### config.mk
export PLATFORM = sky130hd
export DESIGN_NAME = ipd_frame_extractor
export DESIGN_NICKNAME = d
export VERILOG_FILES = /design/src/ipd_pkg.sv /design/src/ipd_in_stage.sv /design/src/ipd_parser.sv /design/src/ipd_frame_extractor.sv
export SDC_FILE = /design/constraint.sdc
export NUM_CORES = 1
export LEC_CHECK = 0
export BUFFER_PORTS_ARGS = -buffer_cell sky130_fd_sc_hd__buf_4
export CAP_MARGIN = 15
export CORE_MARGIN = 2
export CORE_UTILIZATION = 25
export DETAILED_ROUTE_END_ITERATION = 6
export SYNTH_ARGS = -nofsm -noshare
export SYNTH_HDL_FRONTEND = slang
export SYNTH_HIERARCHICAL = 1
export SYNTH_SLANG_ARGS = --single-unit
### constraint.sdc
create_clock -name clk -period 5.5 [get_ports clk]
set_input_delay 1.65 -clock clk [delete_from_list [all_inputs] [get_ports clk]]
set_output_delay 1.65 -clock clk [all_outputs]
set_load 0.03 [all_outputs]
### src/ipd_pkg.sv
// Package: shared types, codes and constants of the +IPD frame extractor.
package ipd_pkg;

  // Field widths of the input and result words.
  localparam int REQ_W  = 2;
  localparam int BYTE_W = 8;
  localparam int LEN_W  = 16;
  localparam int TMO_W  = 16;
  localparam int KIND_W = 2;

  // Header window holds the last five received bytes.
  localparam int HDR_BYTES = 5;
  localparam int WIN_W     = HDR_BYTES * BYTE_W;
  localparam logic [WIN_W-1:0] HDR_PATTERN = 40'h2B4950442C;  // "+IPD,"

  localparam logic [BYTE_W-1:0] CHR_COLON = 8'h3A;  // ':'
  localparam logic [BYTE_W-1:0] CHR_ZERO  = 8'h30;  // '0'
  localparam int                DEC_BASE  = 10;

  // Width of the length product before the clamp (len*10 + byte).
  localparam int PROD_W = LEN_W + 5;
  localparam logic [PROD_W-1:0] LEN_MAX = PROD_W'((1 << LEN_W) - 1);

  // Request codes.
  localparam logic [REQ_W-1:0] REQ_BYTE  = 2'd0;
  localparam logic [REQ_W-1:0] REQ_TICK  = 2'd1;
  localparam logic [REQ_W-1:0] REQ_START = 2'd2;

  // Result kinds.
  localparam logic [KIND_W-1:0] RK_PAYLOAD = 2'd0;
  localparam logic [KIND_W-1:0] RK_EMPTY   = 2'd1;
  localparam logic [KIND_W-1:0] RK_TIMEOUT = 2'd2;

  // Parser phases.
  typedef enum logic [1:0] {
    PH_IDLE = 2'd0,
    PH_HUNT = 2'd1,
    PH_LEN  = 2'd2,
    PH_DATA = 2'd3
  } phase_t;

  // Input word.
  typedef struct packed {
    logic [REQ_W-1:0]  req_type;
    logic [BYTE_W-1:0] rx_byte;
    logic [TMO_W-1:0]  timeout_ms;
  } in_word_t;

  // Result word.
  typedef struct packed {
    logic [KIND_W-1:0] result_kind;
    logic [BYTE_W-1:0] payload_byte;
    logic [LEN_W-1:0]  byte_index;
    logic [LEN_W-1:0]  frame_length;
    logic              last;
  } out_word_t;

  // Handshake between the input stage and the parser.
  typedef struct packed {
    logic valid;
    logic fire;
  } stage_ctl_t;

endpackage

### src/ipd_in_stage.sv
// Input register stage: holds one accepted word until the parser consumes it.
module ipd_in_stage
  import ipd_pkg::*;
(
  input  logic       clk,
  input  logic       rst_n,
  input  logic       in_valid,
  output logic       in_stall,
  input  in_word_t   in_data,
  input  logic       out_free,
  output stage_ctl_t ctl,
  output in_word_t   word
);

  logic     valid_r, valid_nxt;
  in_word_t word_r;
  logic     load;

  // The held word moves on whenever the result register can take its outcome.
  assign ctl.valid = valid_r;
  assign ctl.fire  = valid_r && out_free;
  assign in_stall  = valid_r && !out_free;
  assign load      = in_valid && !in_stall;
  assign word      = word_r;

  always_comb begin
    valid_nxt = valid_r;
    if (load) begin
      valid_nxt = 1'b1;
    end else if (ctl.fire) begin
      valid_nxt = 1'b0;
    end
  end

  always_ff @(posedge clk) begin
    if (!rst_n) begin
      valid_r <= 1'b0;
    end else begin
      valid_r <= valid_nxt;
    end
  end

  // Payload register needs no reset.
  always_ff @(posedge clk) begin
    if (load) begin
      word_r <= in_data;
    end
  end

`ifndef SYNTHESIS
  // A stall is only raised while a word is held.
  a_stall_held: assert property (@(posedge clk) disable iff (!rst_n)
    in_stall |-> valid_r) else $error("stall without a held word");

  // A held word that is not consumed stays held.
  a_hold: assert property (@(posedge clk) disable iff (!rst_n)
    (valid_r && !ctl.fire) |=> valid_r) else $error("held word lost");

  // A word that is consumed with nothing new behind it leaves the stage empty.
  a_drain: assert property (@(posedge clk) disable iff (!rst_n)
    (ctl.fire && !in_valid) |=> !valid_r) else $error("word consumed twice");
`endif

endmodule

### src/ipd_parser.sv
// Parser state and the single-pass update for one input word.
module ipd_parser
  import ipd_pkg::*;
(
  input  logic      clk,
  input  logic      rst_n,
  input  logic      step_en,
  input  in_word_t  word,
  output logic      res_valid,
  output out_word_t res
);

  phase_t             phase_r, phase_nxt;
  logic [WIN_W-1:0]   win_r, win_nxt;
  logic [LEN_W-1:0]   len_r, len_nxt;
  logic [LEN_W-1:0]   cnt_r, cnt_nxt;
  logic [TMO_W-1:0]   time_r, time_nxt;

  logic [WIN_W-1:0]   win_shift;
  logic [PROD_W-1:0]  prod;
  logic [PROD_W-1:0]  len_digit;
  logic [LEN_W:0]     cnt_inc;
  logic               data_fin;
  logic               tick_out;
  logic               active;

  // Shared datapath terms.
  assign win_shift = {win_r[WIN_W-BYTE_W-1:0], word.rx_byte};
  assign prod      = PROD_W'(len_r) * PROD_W'(DEC_BASE) + PROD_W'(word.rx_byte);
  assign cnt_inc   = {1'b0, cnt_r} + {{LEN_W{1'b0}}, 1'b1};
  assign data_fin  = cnt_inc >= {1'b0, len_r};
  assign tick_out  = time_r <= TMO_W'(1);
  assign active    = phase_r != PH_IDLE;

  // Length digit: subtract '0', clamp below at zero and above at the maximum.
  always_comb begin
    if (prod < PROD_W'(CHR_ZERO)) begin
      len_digit = '0;
    end else if ((prod - PROD_W'(CHR_ZERO)) > LEN_MAX) begin
      len_digit = LEN_MAX;
    end else begin
      len_digit = prod - PROD_W'(CHR_ZERO);
    end
  end

  // Next-state logic.
  always_comb begin
    phase_nxt = phase_r;
    win_nxt   = win_r;
    len_nxt   = len_r;
    cnt_nxt   = cnt_r;
    time_nxt  = time_r;
    priority if (word.req_type == REQ_START) begin
      win_nxt   = '0;
      len_nxt   = '0;
      cnt_nxt   = '0;
      time_nxt  = word.timeout_ms;
      phase_nxt = (word.timeout_ms == '0) ? PH_IDLE : PH_HUNT;
    end else if (active && word.req_type == REQ_TICK) begin
      if (tick_out) begin
        phase_nxt = PH_IDLE;
        time_nxt  = '0;
      end else begin
        time_nxt = time_r - TMO_W'(1);
      end
    end else if (active && word.req_type == REQ_BYTE) begin
      unique case (phase_r)
        PH_HUNT: begin
          win_nxt = win_shift;
          if (win_shift == HDR_PATTERN) begin
            phase_nxt = PH_LEN;
            len_nxt   = '0;
          end
        end
        PH_LEN: begin
          if (word.rx_byte == CHR_COLON) begin
            if (len_r == '0) begin
              phase_nxt = PH_IDLE;
            end else begin
              phase_nxt = PH_DATA;
              cnt_nxt   = '0;
            end
          end else begin
            len_nxt = len_digit[LEN_W-1:0];
          end
        end
        PH_DATA: begin
          cnt_nxt = cnt_inc[LEN_W-1:0];
          if (data_fin) begin
            phase_nxt = PH_IDLE;
          end
        end
        default: begin
          phase_nxt = phase_r;
        end
      endcase
    end else begin
      // The unused request code and words while idle leave the state alone.
      phase_nxt = phase_r;
    end
  end

  // Result logic.
  always_comb begin
    res_valid        = 1'b0;
    res.result_kind  = RK_TIMEOUT;
    res.payload_byte = '0;
    res.byte_index   = '0;
    res.frame_length = '0;
    res.last         = 1'b1;
    priority if (word.req_type == REQ_START) begin
      res_valid = word.timeout_ms == '0;
    end else if (active && word.req_type == REQ_TICK) begin
      res_valid = tick_out;
    end else if (active && word.req_type == REQ_BYTE) begin
      if (phase_r == PH_LEN && word.rx_byte == CHR_COLON && len_r == '0) begin
        res_valid       = 1'b1;
        res.result_kind = RK_EMPTY;
      end else if (phase_r == PH_DATA) begin
        res_valid        = 1'b1;
        res.result_kind  = RK_PAYLOAD;
        res.payload_byte = word.rx_byte;
        res.byte_index   = cnt_r;
        res.frame_length = len_r;
        res.last         = data_fin;
      end
    end else begin
      res_valid = 1'b0;
    end
  end

  // Phase and timer are control state; the rest is cleared with them.
  always_ff @(posedge clk) begin
    if (!rst_n) begin
      phase_r <= PH_IDLE;
      win_r   <= '0;
      len_r   <= '0;
      cnt_r   <= '0;
      time_r  <= '0;
    end else if (step_en) begin
      phase_r <= phase_nxt;
      win_r   <= win_nxt;
      len_r   <= len_nxt;
      cnt_r   <= cnt_nxt;
      time_r  <= time_nxt;
    end
  end

`ifndef SYNTHESIS
  // Payload is only streamed for a non-empty frame.
  a_data_len: assert property (@(posedge clk) disable iff (!rst_n)
    (phase_r == PH_DATA) |-> (len_r != '0)) else $error("data phase with zero length");

  // The byte counter never reaches the frame length while streaming.
  a_data_cnt: assert property (@(posedge clk) disable iff (!rst_n)
    (phase_r == PH_DATA) |-> (cnt_r < len_r)) else $error("payload counter overran");

  // Any result flagged as a timeout leaves the parser idle.
  a_tmo_idle: assert property (@(posedge clk) disable iff (!rst_n)
    (step_en && res_valid && res.result_kind == RK_TIMEOUT) |=> (phase_r == PH_IDLE))
    else $error("timeout did not end reception");
`endif

endmodule

### src/ipd_frame_extractor.sv
// Top level of the +IPD frame extractor: input stage, parser and result register.
//
// Usage: modem bytes, one-millisecond ticks and start requests arrive as words
// on the in_ channel (valid/stall); a word is taken at an edge where in_valid
// is high and in_stall low. A start word arms the parser with a millisecond
// budget; it then hunts for "+IPD,", reads the decimal length up to ':' and
// streams the payload. Each payload byte, an empty-frame completion or a
// timeout leaves as one word on the out_ channel; other input words give none.
// A result reaches out_ through two registers: the word sits in the input register,
// and the parser outcome is then stored in the result register. Throughput: one
// word per cycle while the receiver does not stall; the parser update between
// the two registers is combinational.
// While the receiver stalls, the result register holds its word and the input
// register can still take one more word; further words are stalled then.
// Reset (rst_n low, synchronous) empties both registers and returns the parser
// to idle with its counters and header window cleared.
module ipd_frame_extractor
  import ipd_pkg::*;
(
  input  logic      clk,
  input  logic      rst_n,
  input  logic      in_valid,
  output logic      in_stall,
  input  in_word_t  in_data,
  output logic      out_valid,
  input  logic      out_stall,
  output out_word_t out_data
);

  stage_ctl_t ctl;
  in_word_t   word;
  logic       out_free;
  logic       res_valid;
  out_word_t  res;
  logic       out_valid_r, out_valid_nxt;
  out_word_t  out_data_r;

  // The result register can take a new word when empty or being drained.
  assign out_free = !out_valid_r || !out_stall;

  ipd_in_stage u_in (
    .clk      (clk),
    .rst_n    (rst_n),
    .in_valid (in_valid),
    .in_stall (in_stall),
    .in_data  (in_data),
    .out_free (out_free),
    .ctl      (ctl),
    .word     (word)
  );

  ipd_parser u_parser (
    .clk       (clk),
    .rst_n     (rst_n),
    .step_en   (ctl.fire),
    .word      (word),
    .res_valid (res_valid),
    .res       (res)
  );

  // Result register valid.
  always_comb begin
    out_valid_nxt = out_valid_r;
    if (ctl.fire) begin
      out_valid_nxt = res_valid;
    end else if (!out_stall) begin
      out_valid_nxt = 1'b0;
    end
  end

  always_ff @(posedge clk) begin
    if (!rst_n) begin
      out_valid_r <= 1'b0;
    end else begin
      out_valid_r <= out_valid_nxt;
    end
  end

  // Result payload.
  always_ff @(posedge clk) begin
    if (ctl.fire) begin
      out_data_r <= res;
    end
  end

  assign out_valid = out_valid_r;
  assign out_data  = out_data_r;

`ifndef SYNTHESIS
  // The parser only steps on a held word whose outcome can be stored.
  a_fire_room: assert property (@(posedge clk) disable iff (!rst_n)
    ctl.fire |-> (ctl.valid && out_free))
    else $error("parser stepped into a full result register");

  // A stalled result is not overwritten.
  a_out_keep: assert property (@(posedge clk) disable iff (!rst_n)
    (out_valid_r && out_stall) |=> (out_valid_r && $stable(out_data_r)))
    else $error("stalled result changed");

  // Every result word carries a known kind.
  a_kind: assert property (@(posedge clk) disable iff (!rst_n)
    out_valid_r |-> (out_data_r.result_kind == RK_PAYLOAD ||
                     out_data_r.result_kind == RK_EMPTY ||
                     out_data_r.result_kind == RK_TIMEOUT))
    else $error("bad result kind");
`endif

endmodule
---- After elaboration in Yosys (flattened, before gate mapping) ----
Cells that the tools add are included.
word-level totals
  bits in writable memories ............... 0
  flip-flop bits (word level) ............. 153
  memories ................................ 0
  input port bits ......................... 30
  latch bits .............................. 0
  memory bits (read-only) ................. 0
  output and inout port bits .............. 45
operators by class
  div/mod/pow operators ................... 0
  bitwise logic cells ..................... 2
  equal/unequal tests ..................... 17
  muxes and demuxes ....................... 42
  shifts and indexed selects .............. 0
  reductions and logical operators ........ 31
  magnitude comparators ................... 4
  $add $sub $neg .......................... 4
  multiply operators ...................... 1
operators with widths
  cell                     count
  $mux W16                 15
  $mux W32                 4
  $pmux W16 S2             2
  $mux W43                 1
  $eq A40 B38 Y1 const B   1
  $logic_not A16 Y1        2
  $add A20 B8 Y21          1
  $gt A21 B16 Y1 const B   1
  $lt A21 B6 Y1 const B    1
  $sub A21 B6 Y21 const B  1
  $mul A16 B3 Y19 const B  1
  $mux W2                  9
  $add A16 B1 Y17 const B  1
  $ge A17 B16 Y1           1
  $le A16 B1 Y1 const B    1
  $sub A16 B1 Y16 const B  1
  $ne A4 B1 Y1 const B     3
  $reduce_and A6 Y1        2
  $mux W1                  10
  $reduce_bool A2 Y1       5
  $ne A3 B1 Y1 const B     3
  $reduce_bool A3 Y1       3
  $eq A8 B6 Y1 const B     1
  $logic_and A1 B1 Y1      7
  15 further kinds         24

---- Logic depth before layout (Yosys ltp) ----
  depth in word-level cells ............... 11
  mapped depth ............................ 17
  mapped depth without buffers ............ 16

---- Hierarchy ----
The synthesis kept the hierarchy.
by module, submodules not included
  module               area each (um^2)  cells each  instances  seq. area each (um^2)
  ipd_parser           6942.9            873         1          1641.6
  ipd_frame_extractor  1335.0            48          1          1311.3
  ipd_in_stage         842.1             32          1          800.8

---- Worst setup path before layout ----
OpenSTA, ideal clock, no wires.
  path type ............................... in2reg
  start point ............................. input port out_stall
  end point ............................... register u_parser.cnt_r[11]
  setup slack ............................. 1273 ps
  path buffers ............................ 1
  cell stages on the path ................. 7
  data arrival time ....................... 4162 ps
  path through ............................ nand2_1 -> and2_1 -> nand2b_1 -> nor3_1 -> clkbuf_1 -> a22oi_1 -> nor2b_1
RTL lines
  item                  line                       RTL
  start, declared       ipd_frame_extractor.sv:26  input logic out_stall,
  end signal, assigned  ipd_parser.sv:144          cnt_r <= cnt_nxt;
  end, declared         ipd_parser.sv:16           logic [LEN_W-1:0] cnt_r, cnt_nxt;

---- Worst setup path in the final report ----
  start point ............................. register u_parser.len_r[1]
  end point ............................... register u_parser.len_r[8]
on the way
  longest elaborated chain between the ends .. 11
RTL lines
  item                    line               RTL
  start, declared         ipd_parser.sv:15   logic [LEN_W-1:0] len_r, len_nxt;
  start signal, assigned  ipd_parser.sv:143  len_r <= len_nxt;
  $mul A16 B3 Y19 (*)     ipd_parser.sv:29   assign prod = PROD_W'(len_r) * PROD_W'(DEC_BASE) + PROD_W'(word.rx_byte);
  $add A20 B8 Y21 (*)     ipd_parser.sv:29
  $sub A21 B6 Y21         ipd_parser.sv:39   end else if ((prod - PROD_W'(CHR_ZERO)) > LEN_MAX) begin
  $gt A21 B16 Y1          ipd_parser.sv:39
  $mux W16                ipd_parser.sv:39
  $mux W16 (*)            ipd_parser.sv:37   if (prod < PROD_W'(CHR_ZERO)) begin
  $mux W16 (*)            ipd_parser.sv:76   if (word.rx_byte == CHR_COLON) begin
  $pmux W16 S2 (*)        ipd_parser.sv:67   unique case (phase_r)
  $mux W16 (*)            ipd_parser.sv:66   end else if (active && word.req_type == REQ_BYTE) begin
  $mux W16 (*)            ipd_parser.sv:59   end else if (active && word.req_type == REQ_TICK) begin
  $mux W16 (*)            ipd_parser.sv:53   priority if (word.req_type == REQ_START) begin
Mark *: on every way between the ends. The rest lies on a longest branch, timed or not. The select of a mux whose other input is x is not followed.
A chain may end at the register's enable or synchronous reset.

==> impl_results.md <==
* Syn Area/Cell at approximately 9.6 um^2
* PostCTS Resize Cnt at 0
* Initial antenna violation count at 0
* Vias in the first global route at between 6k and 7k
* Vias at 7359
* Multi-input gate area at 5046 um^2
* Cts bufs inserted at 17
* Die width at ~190 um
* Final GP Congestion at 0.8504
* Buffers on Ports at 74
* Slowest cell on the critical path: xnor2_2
* Worst setup EP type: flop
* Initial Util at about a quarter
* Core area at 35740 um^2
* Grt total ovfl at 0
* Critical path data arrival time at around 5400 ps
* Hold slack at 464.5 ps
* CP most frequent cell: ha_1
* CTS max path bufs at 2
* Critical path buffers and inverters at 0
* Final instance area at approximately 11000 um^2
* Total setup buffers inserted after CTS at 0
* I/O pin cnt at 75
* Gate power share at ~9.8%
* Worst setup path class: reg2reg
* RSZ-0062 raised after global routing: no
* Dpl ws at 247.9 ps
* Switch share at between 20% and 30%
* Fmax at 198.0 MHz
* Slowest stage delay, CP at just over 700 ps
* Crit-path max FO at 16
* Total track usage at 12.13%
* Max Cap Viol at 0
* Capturing point of the worst reg2reg path: u_parser/len_r[8]
* Worst hold start: u_parser/win_r[25]
* CP Launch Type: flop
* Root Driver: clkbuf_16
* Req. time, crit path at 5850 ps
* Final setup fails at 0
* Reg2Reg Depth at 15
* FP Rows at 69
* Pint at 2.002 mW
* Latest clock arrival within the worst-skew pair at between 400 and 500 ps
* Synth Warn # at 6
* Pre-Repair DR Iteration Count at 5
* Switch Pwr at 0.7120 mW
* Diodes inserted at 0
* Die area at 37990 um^2
* Reg-to-Reg Start: u_parser/len_r[1]
* Pwr dens at approximately 250 nW/um^2
* Post-DP HPWL at 17.02 mm
* Nets at 1093
* Clk slew on worst S/H paths at 70 ps
* Syn Inst Count at 952
* Slew headroom at 24.62%
* Share of cells above drive strength 1 at 15.70%
* Crit-path cells: ha_1 -> ha_1 -> fa_1 -> xor2_1 -> ha_1 -> o21ai_1 -> o21ai_0 -> o31a_1 -> nand4_2 -> nor2_1 -> and2_1 -> nand3_1 -> xnor2_2 -> o21ai_2 -> o21ai_0
* Hold WC Path Type: reg2reg
* Setup TNS at 0 ps
* Leak at about 4 nW
* Hold-fix buffers, CTS at 0
* Post-route clock skew at 9.810 ps
* WL final at 23.30 mm
* Worst-margin pin slew at between 1000 and 1500 ps
* Final Hold Viols at 0
* Register area at 3754 um^2
* Worst path top cell family by delay: adder cells
* Post-Syn Area at 9112 um^2
* DR vias/cell at 4.972
* Initial DRC count at 390
* R2R Setup Slk at roughly 450 ps
* Antenna-violating nets left at 0
* Sequential share of power at 46.0%
* Clk sinks at ~150
* Wire length per cell at 15.74 um
* Fillers at 3760
* Htree depth at 4
* Hold depth at 2
* Tcrit/Tclk final at 91.81%
* Clk pwr share at 44.2%
* Global-route wire length before repair at between 30 and 40 mm
* Status: finished clean
* Util after Layout at between 20% and 30%
* Dpl cell area at 10100 um^2
* P&R area growth vs syn at 17.59%
* Worst Hold Endpoint: u_parser/win_r[25]
* CTS tree: done
* Final Max Tran Viols at 0
* Tmin final at 5050 ps
* Largest vdd supply drop at 219.4 uV
* Residual DRC at 0
* Largest net degree at the start of global routing at 74
* Setup WS post-layout at around 450 ps
* Die height at slightly below 200 um
* Synth Net Count at 1039
[cells in the final DEF, fill, tap and decap left out, types with 7 or more instances in the layout]
master / n
ha_1: 55
nand2b_1: 8
o21ai_1: 12
a22oi_1: 22
xor2_1: 12
o21a_1: 7
dfxtp_1: 84
a211oi_1: 9
xnor2_1: 27
nor2b_1: 33
nor4b_1: 7
edfxtp_1: 69
nor3_1: 13
a21oi_1: 33
a21o_1: 14
inv_1: 32
a21boi_0: 27
buf_4: 82
and3_1: 11
clkbuf_16: 17
a2111oi_0: 7
nand3_1: 46
nor2_1: 45
nand2_1: 88
o211ai_1: 7
nor4_1: 30
o21ai_0: 40
and2_1: 41
[worst register-to-register path: stages, from the launching register on]
cell and delay [ps]:
dfxtp_1 490, ha_1 290, ha_1 250, fa_1 430, xor2_1 190, ha_1 430
o21ai_1 150, o21ai_0 200, o31a_1 290, nand4_2 250, nor2_1 320, and2_1 220
nand3_1 120, xnor2_2 710, o21ai_2 390, o21ai_0 260
[power by group through the flow]
stage                     combinational [mW]  sequential [mW]  clock [mW]
after global placement                 0.259             1.27           0
after global routing                   0.292             1.25        1.28
after CTS                              0.263             1.25        1.23
after detailed placement               0.262             1.27           0
final                                  0.265             1.25        1.20
after floorplan                        0.184             1.27           0
[metal layers]
metal / global-route usage [%] / vias up / wire length, um
met4: 3.251 / 0 / 300
met3: 2.308 / 16 / 925
met1: 17.06 / 3507 / 11490
li1: - / 3667 / -
met2: 18.98 / 169 / 10580
met5: 0 / - / 0
[how the worst max path moves through the flow]
stage / startpoint / endpoint / slack, ps / cells past startpoint
after floorplan: out_stall / u_parser/cnt_r[11] / 1270 / 7
after global placement: u_parser/len_r[1] / u_parser/len_r[11] / 460 / 15
after detailed placement: u_parser/len_r[1] / u_parser/len_r[8] / 250 / 15
after CTS: u_parser/len_r[1] / u_parser/len_r[8] / 250 / 15
after global routing: u_parser/len_r[1] / u_parser/len_r[11] / 80 / 14
final: u_parser/len_r[1] / u_parser/len_r[8] / 450 / 15
[layout make-up]
cell class	instances	share of cell area, %
clock buffer	17	3.970
clock inverter	15	1.658
inverter	32	1.121
multi-input combinational	720	47.09
sequential	153	35.03
tap	461	5.383
timing repair buffer	82	5.745
[registers in the layout, indices dropped and copies added (netlist names)]
name              flops
u_parser/len_r       16
out_data             43
u_in/word            26
u_parser/time_r      16
u_parser/win_r       32
u_in/valid_r          1
u_parser/cnt_r       16
out_valid             1
u_parser/phase_r      2
[metrics by stage]
step | instances | power, mW
after floorplan | 952 | 1.451
after global placement | 1447 | 1.533
after detailed placement | 1447 | 1.536
after CTS | 1479 | 2.741
after global routing | 1480 | 2.828
final | 1480 | 2.714
Power figures use the tool's default switching activity.
